## config.mk

```make
export PLATFORM = sky130hd
export DESIGN_NAME = humidity_temp_frame_check
export DESIGN_NICKNAME = d
export VERILOG_FILES = /design/src/hdl/hftc_pkg.sv /design/src/hdl/hftc_lane.sv /design/src/hdl/hftc_merge.sv /design/src/hdl/humidity_temp_frame_check.sv
export SDC_FILE = /design/constraint.sdc
export NUM_CORES = 1
export LEC_CHECK = 0
export ABC_AREA = 1
export BUFFER_PORTS_ARGS = -buffer_cell sky130_fd_sc_hd__buf_2
export CAP_MARGIN = 40
export CORE_MARGIN = 2
export CORE_UTILIZATION = 50
export CTS_BUF_LIST = sky130_fd_sc_hd__clkbuf_4 sky130_fd_sc_hd__clkbuf_8 sky130_fd_sc_hd__clkbuf_16
export DETAILED_ROUTE_END_ITERATION = 10
export GPL_ROUTABILITY_DRIVEN = 1
export GPL_TIMING_DRIVEN = 0
export HOLD_SLACK_MARGIN = 0.12
export PLACE_DENSITY_LB_ADDON = 0.08
export SYNTH_ARGS = -nofsm -noshare
export SYNTH_HDL_FRONTEND = slang
export SYNTH_SLANG_ARGS = --single-unit
```

## constraint.sdc

```tcl
create_clock -name aclk -period 6.5 [get_ports aclk]
set_input_delay 0.325 -clock aclk [delete_from_list [all_inputs] [get_ports aclk]]
set_output_delay 0.325 -clock aclk [all_outputs]
set_load 0.02 [all_outputs]
```

## src/hdl/hftc_pkg.sv

```systemverilog
package hftc_pkg;

    localparam int RAW_W   = 16;
    localparam int CRC_W   = 8;
    localparam int SCALE_W = 15;
    localparam int PROD_W  = RAW_W + SCALE_W;
    localparam int TEMP_W  = 15;
    localparam int HUM_W   = 14;
    localparam int S_TDATA_W = 48;
    localparam int M_TDATA_W = 48;

    localparam logic [CRC_W-1:0]   CRC_POLY   = 8'h31;
    localparam logic [CRC_W-1:0]   CRC_INIT   = 8'hFF;
    localparam logic [SCALE_W-1:0] TEMP_SCALE = 15'd17500;
    localparam logic [SCALE_W-1:0] HUM_SCALE  = 15'd10000;
    localparam logic [TEMP_W-1:0]  TEMP_OFFSET = 15'd4500;

    // One lane's finding for one word
    typedef struct packed {
        logic              crc_ok;
        logic [CRC_W-1:0]  crc;
        logic [PROD_W-1:0] prod;
    } lane_res_t;

    // CRC-8, MSB first, one byte
    function automatic logic [CRC_W-1:0] crc8_byte(input logic [CRC_W-1:0] crc_in,
                                                   input logic [7:0] data);
        logic [CRC_W-1:0] c;
        c = crc_in ^ data;
        for (int b = 0; b < 8; b++) begin
            if (c[CRC_W-1]) begin
                c = {c[CRC_W-2:0], 1'b0} ^ CRC_POLY;
            end else begin
                c = {c[CRC_W-2:0], 1'b0};
            end
        end
        return c;
    endfunction

endpackage

```

## src/hdl/hftc_lane.sv

```systemverilog
module hftc_lane (
    input  logic                          aclk,
    input  logic                          load,
    input  logic [hftc_pkg::RAW_W-1:0]    word,
    input  logic [hftc_pkg::CRC_W-1:0]    check,
    input  logic [hftc_pkg::SCALE_W-1:0]  scale,
    output hftc_pkg::lane_res_t           res
);
    import hftc_pkg::*;

    logic [CRC_W-1:0] crc_hi;
    logic [CRC_W-1:0] crc_full;
    lane_res_t        res_reg;
    lane_res_t        res_next;

    // CRC over high byte then low byte; scale the raw word
    always_comb begin
        crc_hi          = crc8_byte(CRC_INIT, word[RAW_W-1:8]);
        crc_full        = crc8_byte(crc_hi, word[7:0]);
        res_next.crc    = crc_full;
        res_next.crc_ok = (crc_full == check);
        res_next.prod   = PROD_W'(word) * PROD_W'(scale);
    end

    // Hold the lane result until the next word moves in
    always_ff @(posedge aclk) begin
        if (load) begin
            res_reg <= res_next;
        end
    end

    assign res = res_reg;

endmodule

```

## src/hdl/hftc_merge.sv

```systemverilog
module hftc_merge (
    input  logic                          aclk,
    input  logic                          load,
    input  hftc_pkg::lane_res_t           temp_res,
    input  hftc_pkg::lane_res_t           hum_res,
    output logic                          status,
    output logic [hftc_pkg::TEMP_W-1:0]   temperature_centi,
    output logic [hftc_pkg::HUM_W-1:0]    humidity_centi,
    output logic [hftc_pkg::CRC_W-1:0]    calc_temp_crc,
    output logic [hftc_pkg::CRC_W-1:0]    calc_hum_crc
);
    import hftc_pkg::*;

    logic [PROD_W:0]     temp_sum;
    logic [PROD_W:0]     hum_sum;
    logic [TEMP_W-1:0]   temp_quot;
    logic [HUM_W-1:0]    hum_quot;
    logic                ok;
    logic                status_reg, status_next;
    logic [TEMP_W-1:0]   temp_reg, temp_next;
    logic [HUM_W-1:0]    hum_reg, hum_next;
    logic [CRC_W-1:0]    tcrc_reg, hcrc_reg;

    // Divide by 65535: q = (p + (p >> 16) + 1) >> 16, exact while q < 65536
    always_comb begin
        temp_sum  = (PROD_W+1)'(temp_res.prod) + (PROD_W+1)'(temp_res.prod[PROD_W-1:16])
                    + (PROD_W+1)'(1);
        hum_sum   = (PROD_W+1)'(hum_res.prod) + (PROD_W+1)'(hum_res.prod[PROD_W-1:16])
                    + (PROD_W+1)'(1);
        temp_quot = temp_sum[16 +: TEMP_W];
        hum_quot  = hum_sum[16 +: HUM_W];
        ok        = temp_res.crc_ok && hum_res.crc_ok;
        status_next = !ok;
        temp_next = ok ? (temp_quot - TEMP_OFFSET) : '0;
        hum_next  = ok ? hum_quot : '0;
    end

    // Output word register
    always_ff @(posedge aclk) begin
        if (load) begin
            status_reg <= status_next;
            temp_reg   <= temp_next;
            hum_reg    <= hum_next;
            tcrc_reg   <= temp_res.crc;
            hcrc_reg   <= hum_res.crc;
        end
    end

    assign status            = status_reg;
    assign temperature_centi = temp_reg;
    assign humidity_centi    = hum_reg;
    assign calc_temp_crc     = tcrc_reg;
    assign calc_hum_crc      = hcrc_reg;

endmodule

```

## src/hdl/humidity_temp_frame_check.sv

```systemverilog
// An input word is registered in the lanes, then in the merge stage, before m_*.
// One word per cycle when not stalled; two lanes (temperature, humidity) each run
// an unrolled CRC-8 and a 16x15 multiply, then one merge stage divides by 65535.
// A stalled output holds one word in each stage; input stops once both are full.
// Reset: aresetn (synchronous, active low) empties both stages; no other state.
module humidity_temp_frame_check (
    input  logic                               aclk,
    input  logic                               aresetn,
    input  logic                               s_tvalid,
    output logic                               s_tready,
    // [15:0] raw_temp, [23:16] temp_check, [39:24] raw_hum, [47:40] hum_check
    input  logic [hftc_pkg::S_TDATA_W-1:0]     s_tdata,
    output logic                               m_tvalid,
    input  logic                               m_tready,
    // [14:0] temperature_centi, [28:15] humidity_centi,
    // [36:29] calc_temp_crc, [44:37] calc_hum_crc, [47:45] zero
    output logic [hftc_pkg::M_TDATA_W-1:0]     m_tdata,
    // [0] status
    output logic                               m_tuser
);
    import hftc_pkg::*;

    logic            lane_valid_reg, lane_valid_next;
    logic            out_valid_reg, out_valid_next;
    logic            out_free;
    logic            lane_load;
    logic            out_load;
    lane_res_t       temp_res;
    lane_res_t       hum_res;
    logic            status;
    logic [TEMP_W-1:0] temperature_centi;
    logic [HUM_W-1:0]  humidity_centi;
    logic [CRC_W-1:0]  calc_temp_crc;
    logic [CRC_W-1:0]  calc_hum_crc;

    // Load a stage when it is empty or the one after it is free
    always_comb begin
        out_free        = !out_valid_reg || m_tready;
        out_load        = lane_valid_reg && out_free;
        s_tready        = !lane_valid_reg || out_free;
        lane_load       = s_tvalid && s_tready;
        lane_valid_next = lane_load ? 1'b1 : (out_load ? 1'b0 : lane_valid_reg);
        out_valid_next  = out_load ? 1'b1 : (m_tready ? 1'b0 : out_valid_reg);
    end

    always_ff @(posedge aclk) begin
        if (!aresetn) begin
            lane_valid_reg <= 1'b0;
            out_valid_reg  <= 1'b0;
        end else begin
            lane_valid_reg <= lane_valid_next;
            out_valid_reg  <= out_valid_next;
        end
    end

    hftc_lane u_temp_lane (
        .aclk  (aclk),
        .load  (lane_load),
        .word  (s_tdata[15:0]),
        .check (s_tdata[23:16]),
        .scale (TEMP_SCALE),
        .res   (temp_res)
    );

    hftc_lane u_hum_lane (
        .aclk  (aclk),
        .load  (lane_load),
        .word  (s_tdata[39:24]),
        .check (s_tdata[47:40]),
        .scale (HUM_SCALE),
        .res   (hum_res)
    );

    hftc_merge u_merge (
        .aclk              (aclk),
        .load              (out_load),
        .temp_res          (temp_res),
        .hum_res           (hum_res),
        .status            (status),
        .temperature_centi (temperature_centi),
        .humidity_centi    (humidity_centi),
        .calc_temp_crc     (calc_temp_crc),
        .calc_hum_crc      (calc_hum_crc)
    );

    assign m_tvalid = out_valid_reg;
    assign m_tuser  = status;
    assign m_tdata  = {3'b000, calc_hum_crc, calc_temp_crc, humidity_centi, temperature_centi};

    // A word waiting in the lane stage behind a stalled output stays put
    a_lane_hold: assert property (@(posedge aclk) disable iff (!aresetn)
        (lane_valid_reg && out_valid_reg && !m_tready) |=> lane_valid_reg)
        else $error("lane word lost during output stall");

    // A mismatch result carries zero scaled values
    a_zero_on_bad: assert property (@(posedge aclk) disable iff (!aresetn)
        (m_tvalid && m_tuser) |-> (m_tdata[28:0] == 29'd0))
        else $error("scaled values nonzero on CRC mismatch");

    // Humidity never exceeds 100.00 percent
    a_hum_range: assert property (@(posedge aclk) disable iff (!aresetn)
        m_tvalid |-> (m_tdata[28:15] <= 14'd10000))
        else $error("humidity out of range");

    // Input is refused only when both stages are full and the output stalls
    a_ready: assert property (@(posedge aclk) disable iff (!aresetn)
        !s_tready |-> (lane_valid_reg && out_valid_reg && !m_tready))
        else $error("input refused with room available");

endmodule
```

==> results.tsv, run 1 <==
stage	metric	value	unit
synthesis	sequential share of the synthesized area	27.6	%
power_and_ir_drop	power per cell area	381	nW/um^2
layout	most common cell after layout, fill and taps aside	nand2_1	
clock_tree	Clk Latency, worst-skew pair	410	ps
placement	Placer Congestion	0.904	
clock_tree	number of H-tree levels	4	
synthesis	top_reg_cell synth	edfxtp_1	
routing	M1 WL	13700	um
routing	via count	10300	
clock_tree	Clock Sinks	121	
routing	drt via density	5.01	
critical_path	worst r2r src	u_temp_lane.res[24]	
die	initial core utilization	50.5	%
clock_tree	hold buffer count at cts	0	
global_route	vias in the first global route	10000	
clock_tree	CTS buffer count	17	
synthesis	Netlist cell types	47	
critical_path	crit end category	flip-flop	
synthesis	mapped cell area	13100	um^2
sta	fin crit share	68.4	%
die	I/O pins	103	
power_and_ir_drop	leak pwr	7.73	nW
critical_path	CP Data Arrival Time	4580	ps
power_and_ir_drop	Max IR drop VDD	157	uV
global_route	GR Util All Layers	21.3	%
synthesis	yosys warns	0	
routing	DR WL met2	12800	um
sta	setup TNS	0	ps
routing	DRT iter0 DRCs	536	
sta	Finish-stage setup viols	0	
routing	routed length per instance	13.6	um
synthesis	Async SR Flop Fraction	0	%
critical_path	Setup crit start kind	input pin	
clock_tree	Post-CTS Setup Bufs	0	
die	core area	25900	um^2
critical_path	Critical Path Fanout Max	5	
power_and_ir_drop	clock network fraction of design power	17.2	%
sta	final slew viol count	0	
routing	drt first pass iters	5	
layout	final net count	2024	
layout	most frequent cells in the layout	nand2_1 (385), inv_1 (290), ha_1 (192)	
die	Rows	59	
global_route	largest net degree at the start of global routing	74	
sta	RSZ-0062 raised after global routing	false	
power_and_ir_drop	Logic pwr share	57.8	%
clock_tree	TritonCTS clock tree	done	
sta	Rel. slew slack	49.5	%
sta	post-route clock skew	10.5	ps
die	Die Wd	166	um
global_route	initial antenna violation count	0	
sta	final hold viol count	0	
synthesis	FF+latch count, synth	121	
sta	WHS	164	ps
routing	DR WL met3	979	um
power_and_ir_drop	register share of total power	25.1	%
clock_tree	root buf cell	clkbuf_16	
critical_path	critical path startpoint	s_tdata[32]	
hold_path	hold path startpoint	aresetn	
layout	diode count	0	
layout	fraction of layout cells with a size suffix above 1	12.1	%
routing	DRC	0	
routing	post-route ant nets	0	
run	maxcap violations	0	
synthesis	Cells after Synth	1578	
hold_path	Hold Crit Class	input pin to flip-flop	
power_and_ir_drop	switch share	46.6	%
routing	Total Routed Length	27900	um
synthesis	number of flops mapped to enable cells by yosys	119	
global_route	Remaining Overflow, GRT	0	
die	Die Area	27500	um^2
power_and_ir_drop	internal power	2.99	mW
power_and_ir_drop	Sw Pwr	2.61	mW
routing	highest routed metal layer	met4	
status	status	finished clean	
critical_path	WS Path Type	input pin to flip-flop	
placement	dpl hpwl	23700	um
sta	fmax	0.225	GHz
clock_tree	CTS resizes	0	
placement	IO buf count	99	
sta	final critical-path required period	4440	ps
sta	Worst Tran Pin Value	756	ps
clock_tree	Clock Path Buffers	2	
layout	Layout area overhead	12.1	%
die	Die Ht	166	um
synthesis	syn_area_per_cell	8.29	um^2
clock_tree	clock transition at the registers of the reported paths	60	ps
global_route	first-pass GRT wire length	47900	um
critical_path	Required @ worst endpoint	6640	ps
layout	max FFs per register	38	
## stage by stage
step / setup WS (ps) / power, mW / instance area, um^2 / util (%) / cells
floorplan: 2190 / 3.83 / 13100 / - / 1580
global placement: 1640 / 4.63 / 14000 / 54.1 / 2014
detailed placement: 1590 / 4.65 / 14100 / 54.3 / 2016
CTS: 2020 / 5.65 / 14700 / 56.6 / 2048
global route: 1710 / 6.21 / 14700 / 56.6 / 2048
finish: 2060 / 5.60 / 14700 / 56.6 / 2048
## critical path: stages
cell and delay [ps]:
buf_2 190, inv_1 140, fa_1 500, inv_1 40, ha_1 290, fa_1 480
ha_1 280, inv_1 50, fa_1 490, inv_1 40, ha_1 340, a21oi_1 150
o21a_1 130, nand2_1 80, a21boi_1 270, o21ai_0 190, a21boi_1 280, o21ai_0 140
xor2_1 170
## Yosys cell counts, types with 6 or more instances
cell	n	share of area [%]
a21oi_1	78	3.0
o21ai_1	6	0.23
nor3_1	13	0.50
inv_1	291	8.3
fa_1	80	12
ha_1	192	18
a21o_1	6	0.34
xnor2_1	17	1.1
nand2_4	6	0.52
o21ai_0	36	1.4
xor2_1	43	2.9
inv_2	19	0.54
nand2_2	20	0.96
nand3_2	9	0.69
nand3_1	91	3.5
nor2_1	87	2.5
edfxtp_1	119	27
nand2_1	385	11
nand4_1	23	1.1
## routing by layer
metal / GRT usage (%) / vias to the layer above
met3: 2.53 / 25
met4: 5.33 / 0
met5: 0 / -
li1: - / 5358
met2: 35.2 / 198
met1: 29.9 / 4688
## layout make-up
cell class                 count  area, um^2
buffer                         5        31.3
fill                        2378       11200
timing repair buffer         101         543
inverter                     310        1170
sequential                   121        3610
clock inverter                15         178
clock buffer                  17         425
tap                          335         419
multi-input combinational   1144        8300
## kinds of logic after synthesis
logic type      after synthesis  share of synthesized area [%]
xor+xnor                     61                           4.14
other cells                   1                         0.0287
fa+ha+maj                   272                           30.6
compound gates              144                           5.95
flops                       121                           27.6
buf+inv                     315                           9.13
simple gates                664                           22.6
## power by group through the flow
stage | clock network, mW | logic (mW) | registers [mW]
after floorplan | 0 | 2.49 | 1.34
after global placement | 0 | 3.21 | 1.42
after detailed placement | 0 | 3.24 | 1.42
after CTS | 0.981 | 3.26 | 1.40
after global routing | 1.01 | 3.78 | 1.42
final | 0.961 | 3.23 | 1.40
## final timing paths
path                                         to  cells past startpoint  slack [ps]
setup reg to reg  u_merge.temperature_centi[14]                     16        3490
hold reg to reg         u_merge.calc_hum_crc[2]                      0         420
hold / removal                   lane_valid_reg                      3         160
setup / recovery             u_hum_lane.res[29]                     19        2060
No activity file was read; power rests on OpenSTA's default activity.
==> run 2, diff against run 1 <==
==> constraint.sdc (replaced) <==
create_clock -name aclk -period 4.1 [get_ports aclk]
set_input_delay 0.205 -clock aclk [delete_from_list [all_inputs] [get_ports aclk]]
set_output_delay 0.205 -clock aclk [all_outputs]
set_load 0.02 [all_outputs]
==> results.tsv, run 2 (synthesis gave the netlist of run 1 again) <==
stage	metric	value	unit	change
layout	max FFs per register	38		unchanged
placement	cell count after placement	2015		was 2016
clock_tree	Clock Sinks	121		unchanged
die	Rows	59		unchanged
layout	fraction of layout cells with a size suffix above 1	14.7	%	was 12.1%
routing	highest routed metal layer	met4		unchanged
run	maxcap violations	0		unchanged
global_route	initial antenna violation count	0		unchanged
clock_tree	clock transition at the registers of the reported paths	70	ps	was 60 ps
clock_tree	TritonCTS clock tree	done		unchanged
routing	DR WL met2	13500	um	was 12800 um
power_and_ir_drop	Max IR drop VDD	291	uV	was 157 uV
sta	setup ws final	190	ps	was 2060 ps
critical_path	max incr delay on CP	520	ps	was 500 ps
critical_path	CP max-delay cell	fa_1		unchanged
sta	RSZ-0062 raised after global routing	true		was false
clock_tree	CTS buffer count	17		unchanged
sta	final slew viol count	0		unchanged
sta	fmax	0.256	GHz	
global_route	Remaining Overflow, GRT	0		unchanged
layout	final net count	2034		was 2024
sta	final critical-path required period	3910	ps	
critical_path	cell repeated most along the worst path	inv_1		unchanged
die	Die Area	27500	um^2	unchanged
routing	post-route ant nets	0		unchanged
global_route	first-pass GRT wire length	48000	um	was 47900 um
hold_path	Hold Crit Class	input pin to flip-flop		unchanged
routing	drt via density	5.03		was 5.01
power_and_ir_drop	power per cell area	625	nW/um^2	was 381 nW/um^2
sta	Worst Tran Pin Value	874	ps	was 756 ps
placement	IO buf count	99		unchanged
routing	DRT iter0 DRCs	507		was 536
placement	area post-placement	14100	um^2	about the same
clock_tree	Clk Latency, worst-skew pair	410	ps	about the same
global_route	vias in the first global route	10000		about the same
critical_path	CP Data Arrival Time	4060	ps	was 4580 ps
routing	M1 WL	13800	um	was 13700 um
power_and_ir_drop	leak pwr	7.80	nW	was 7.73 nW
sta	fin crit share	95.4	%	
sta	post-route clock skew	9.53	ps	was 10.5 ps
layout	final instance count without filler cells	2058		was 2048
die	core area	25900	um^2	unchanged
layout	Layout area overhead	14.5	%	was 12.1%
placement	dpl hpwl	23900	um	was 23700 um
sta	final hold viol count	0		unchanged
layout	most frequent cells in the layout	nand2_1 (383), inv_1 (285), ha_1 (183)		was nand2_1 (385), inv_1 (290), ha_1 (192)
die	I/O pins	103		unchanged
critical_path	crit end category	flip-flop		unchanged
clock_tree	root buf cell	clkbuf_16		unchanged
die	Die Wd	166	um	unchanged
status	status	finished clean		unchanged
placement	setup slack at placement	-608	ps	was 1590 ps
routing	DR WL met3	983	um	was 979 um
placement	Placer Congestion	0.925		was 0.904
critical_path	Critical Path Fanout Max	6		was 5
routing	DRC	0		unchanged
routing	Total Routed Length	28600	um	was 27900 um
global_route	GR Util All Layers	21.4	%	was 21.3%
critical_path	Setup crit start kind	input pin		unchanged
layout	Final Instance Area	15000	um^2	was 14700 um^2
global_route	largest net degree at the start of global routing	74		unchanged
clock_tree	number of H-tree levels	4		unchanged
routing	via count	10400		was 10300
clock_tree	Clock Path Buffers	2		unchanged
layout	diode count	0		unchanged
die	initial core utilization	50.5	%	unchanged
critical_path	Required @ worst endpoint	4250	ps	was 6640 ps
routing	drt first pass iters	7		was 5
sta	Finish-stage setup viols	0		unchanged
routing	routed length per instance	13.9	um	was 13.6 um
critical_path	WS Path Type	input pin to flip-flop		unchanged
die	Die Ht	166	um	unchanged
critical_path	Cell Chain, Critical Path	buf_2, ha_1, inv_1, fa_1, inv_1, ha_1, fa_1, inv_1, fa_1, inv_1, ha_2, nand2_1, nor2_1, nor2_2, o221ai_2, a21oi_2, o21ai_2, a21oi_1, xnor2_1		was buf_2, inv_1, fa_1, inv_1, ha_1, fa_1, ha_1, inv_1, fa_1, inv_1, ha_1, a21oi_1, o21a_1, nand2_1, a21boi_1, o21ai_0, a21boi_1, o21ai_0, xor2_1
layout	most common cell after layout, fill and taps aside	nand2_1		unchanged
sta	Rel. slew slack	41.7	%	was 49.5%
## run 2: cell type report
class | count | area (um^2)
Buffer | 5 | 31.3
Clock buffer | 17 | 425
Clock inverter | 15 | 179
Fill cell | 2400 | 10900
Inverter | 310 | 1170
Multi-Input combinational cell | 1144 | 8510
Sequential cell | 121 | 3610
Tap cell | 335 | 419
Timing Repair Buffer | 111 | 631
## run 2: repair_timing
item | 4_1_cts | 5_1_grt
pin swaps | 0 | 11
gates resized for setup | 6 | 48
hold buffers | 5 | 0
endpoints found under the setup margin | 9 | 16
hold endpoints to repair | 5 | 0
buffers inserted | 0 | 6
## run 2: path summary, 6_finish.rpt
kind / cells after the start / slack (ps) / endpoint / start
setup / recovery: 19 / 190 / u_temp_lane.res[25] / s_tdata[10]
hold / removal: 1 / 140 / u_hum_lane.res[6] / s_tdata[26]
setup reg to reg: 19 / 1140 / u_merge.temperature_centi[14] / u_temp_lane.res[30]
hold reg to reg: 0 / 410 / u_merge.calc_hum_crc[1] / u_hum_lane.res[32]
## run 2: routing by layer
layer,vias up,GRT usage [%]
li1,5377,-
met1,4787,30.1
met2,177,35.2
met3,20,2.72
met4,0,5.29
met5,-,0
## run 2: per-stage QoR
step / power [mW] / hold slack (ps) / TNS, ps / util, %
after floorplan: 6.10 / 304 / -11.7 / -
after global placement: 7.37 / 401 / -8880 / 54.1
after detailed placement: 7.42 / 407 / -7940 / 54.3
after CTS: 9.03 / 124 / 0 / 56.8
after global routing: 10.3 / 132 / -75.0 / 57.8
final: 9.37 / 141 / 0 / 57.8
## run 2: report_power, final
group	switching, mW	leakage (nW)	internal (mW)
clock	0.612	0.292	0.922
combinational	3.44	6.32	2.17
sequential	0.314	1.19	1.91
total	4.37	7.80	5.00
## run 2: critical path, delay by kind of cell
family | cells | cell delay (ps)
adders and majority gates | 6 | 2460
AOI/OAI and AO/OA | 4 | 540
buffers and inverters | 5 | 360
and+or+nand+nor | 3 | 340
xor gates and xnor gates | 1 | 150
==> run 3, diff against run 2 <==
--- a/config.mk
+++ b/config.mk
@@ -8,8 +8,10 @@
 export ABC_AREA = 1
 export BUFFER_PORTS_ARGS = -buffer_cell sky130_fd_sc_hd__buf_2
 export CAP_MARGIN = 40
+export CELL_PAD_IN_SITES_DETAIL_PLACEMENT = 0
+export CELL_PAD_IN_SITES_GLOBAL_PLACEMENT = 2
 export CORE_MARGIN = 2
-export CORE_UTILIZATION = 50
+export CORE_UTILIZATION = 38
 export CTS_BUF_LIST = sky130_fd_sc_hd__clkbuf_4 sky130_fd_sc_hd__clkbuf_8 sky130_fd_sc_hd__clkbuf_16
 export DETAILED_ROUTE_END_ITERATION = 10
 export GPL_ROUTABILITY_DRIVEN = 1
==> results.tsv, run 3 (synthesis gave the netlist of run 1 again) <==
stage	metric	value	unit	change
power_and_ir_drop	clock network fraction of design power	15.8	%	was 16.4%
power_and_ir_drop	Sw Pwr	4.33	mW	was 4.37 mW
clock_tree	Clock Sinks	121		unchanged
die	Die Wd	190	um	was 166 um
sta	final hold viol count	0		unchanged
global_route	largest net degree at the start of global routing	65		was 74
placement	area post-placement	14200	um^2	was 14100 um^2
placement	IO buf count	99		unchanged
power_and_ir_drop	internal power	5.20	mW	was 5.00 mW
layout	Final Instance Area	15300	um^2	was 15000 um^2
power_and_ir_drop	Max IR drop VDD	359	uV	was 291 uV
clock_tree	Clock Path Buffers	2		unchanged
routing	Total Routed Length	31200	um	was 28600 um
clock_tree	CTS buffer count	17		unchanged
sta	final slew viol count	0		unchanged
layout	final net count	2040		was 2034
run	maxcap violations	0		unchanged
layout	diode count	0		unchanged
routing	routed length per instance	14.3	um	was 13.9 um
sta	setup ws final	164	ps	was 190 ps
die	Die Ht	190	um	was 166 um
layout	# fillers	3448		was 2400
sta	fmax	0.254	GHz	was 0.256 GHz
power_and_ir_drop	Logic pwr share	60.8	%	was 59.9%
layout	most frequent cells in the layout	nand2_1 (383), inv_1 (285), ha_1 (177)		was nand2_1 (383), inv_1 (285), ha_1 (183)
critical_path	crit end category	flip-flop		unchanged
status	status	finished clean		unchanged
die	core area	33700	um^2	was 25900 um^2
global_route	initial antenna violation count	0		unchanged
power_and_ir_drop	leak pwr	7.83	nW	was 7.80 nW
power_and_ir_drop	power per cell area	624	nW/um^2	was 625 nW/um^2
layout	max FFs per register	38		unchanged
routing	DRT iter0 DRCs	373		was 507
sta	WHS	169	ps	was 141 ps
die	Rows	67		was 59
layout	most common cell after layout, fill and taps aside	nand2_1		unchanged
critical_path	CP Data Arrival Time	4100	ps	was 4060 ps
layout	fraction of layout cells with a size suffix above 1	15.4	%	was 14.7%
sta	Finish-stage setup viols	0		unchanged
layout	Layout area overhead	16.7	%	was 14.5%
die	Die Area	35900	um^2	was 27500 um^2
sta	Rel. slew slack	48.6	%	was 41.7%
sta	Worst Tran Pin Value	769	ps	was 874 ps
clock_tree	number of H-tree levels	4		unchanged
power_and_ir_drop	register share of total power	23.4	%	was 23.8%
routing	post-route ant nets	0		unchanged
sta	fin crit share	96.0	%	was 95.4%
power_and_ir_drop	switch share	45.5	%	was 46.6%
clock_tree	TritonCTS clock tree	done		unchanged
clock_tree	Clk Latency, worst-skew pair	420	ps	was 410 ps
routing	drt via density	4.69		was 5.03
global_route	Remaining Overflow, GRT	0		unchanged
die	I/O pins	103		unchanged
sta	setup TNS	0	ps	unchanged
placement	Placer Congestion	0.846		was 0.925
routing	via count	10200		was 10400
critical_path	WS Path Type	input pin to flip-flop		unchanged
placement	setup slack at placement	-626	ps	was -608 ps
global_route	GR Util All Layers	18.2	%	was 21.4%
power_and_ir_drop	overall power	9.53	mW	was 9.37 mW
global_route	first-pass GRT wire length	51300	um	was 48000 um
sta	post-route clock skew	9.40	ps	was 9.53 ps
placement	dpl hpwl	26500	um	was 23900 um
routing	drt first pass iters	5		was 7
routing	DRC	0		unchanged
clock_tree	clock transition at the registers of the reported paths	50	ps	was 70 ps
sta	final critical-path required period	3940	ps	was 3910 ps
die	initial core utilization	38.8	%	was 50.5%
hold_path	Hold Crit Class	input pin to flip-flop		unchanged
global_route	vias in the first global route	10000		about the same
critical_path	Setup crit start kind	input pin		unchanged
clock_tree	root buf cell	clkbuf_16		unchanged
critical_path	Critical Path Fanout Max	6		unchanged
critical_path	Required @ worst endpoint	4270	ps	was 4250 ps
==> run 3: cell types whose count changed in the layout (fill, tap and decap cells not counted), moves of 4 or more <==
cell      delta
inv_6        -8
clkinv_2     +6
ha_1         -6
buf_4        +5
buf_2        -4
ha_4         +4
==> run 3: stage by stage <==
stage	util, %	instances
detailed placement	42.2	2129
floorplan	-	1580
CTS	44.3	2168
global placement	42.0	2127
global route	45.3	2175
finish	45.3	2175
==> run 3: final cells by class <==
class                      instances  area (um^2)  share of cell area (%)
inverter                         310         1170                    7.67
clock inverter                    12          158                    1.03
tap                              448          561                    3.67
timing repair buffer             117          703                    4.61
clock buffer                      18          433                    2.84
buffer                             5         31.3                   0.205
sequential                       121         3610                    23.7
multi-input combinational       1144         8600                    56.3
==> run 3: power by group through the flow <==
| stage | clock, mW | sequential, mW | combinational, mW |
|---|---|---|---|
| CTS | 1.55 | 2.23 | 5.38 |
| finish | 1.51 | 2.23 | 5.80 |
| global route | 1.61 | 2.27 | 6.67 |
| global placement | 0 | 2.26 | 5.25 |
| floorplan | 0 | 2.12 | 3.98 |
| detailed placement | 0 | 2.26 | 5.28 |
==> run 3: worst max-delay path, stage by stage <==
cell and delay (ps):
clkbuf_4 170, inv_1 70, fa_1 530, inv_1 40, ha_1 290, fa_1 500
ha_1 320, fa_1 550, ha_4 230, a21oi_1 140, o21a_1 130, nand2_2 80
a21boi_4 190, o21ai_2 90, a21boi_2 260, buf_4 150, buf_4 90, xnor2_1 50
==> run 3: path summary, 6_finish.rpt <==
| check | end | slack (ps) | from | cells past startpoint |
|---|---|---|---|---|
| worst max register to register | u_merge.temperature_centi[14] | 1090 | u_temp_lane.res[24] | 16 |
| worst max-delay path | u_hum_lane.res[25] | 160 | s_tdata[28] | 18 |
| worst min-delay path | u_temp_lane.res[2] | 170 | s_tdata[0] | 1 |
| worst min register to register | u_merge.calc_hum_crc[2] | 420 | u_hum_lane.res[33] | 0 |
==> run 3: layer usage <==
layer  up-vias  GRT usage (%)  part of all wire, %
met1      4669           25.3                   50
met2       126           30.4                   47
met5         -              0                    0
met4         0           4.29                 0.94
li1       5391              -                    -
met3        14           2.23                  2.3
==> run 3: what timing repair did <==
| action | CTS | global route |
|---|---|---|
| gates resized for setup | 16 | 60 |
| setup endpoints to repair | 12 | 15 |
| hold buffers | 7 | 0 |
| pin swaps | 4 | 13 |
| endpoints found under the hold margin | 6 | 0 |
| buffers inserted | 2 | 7 |
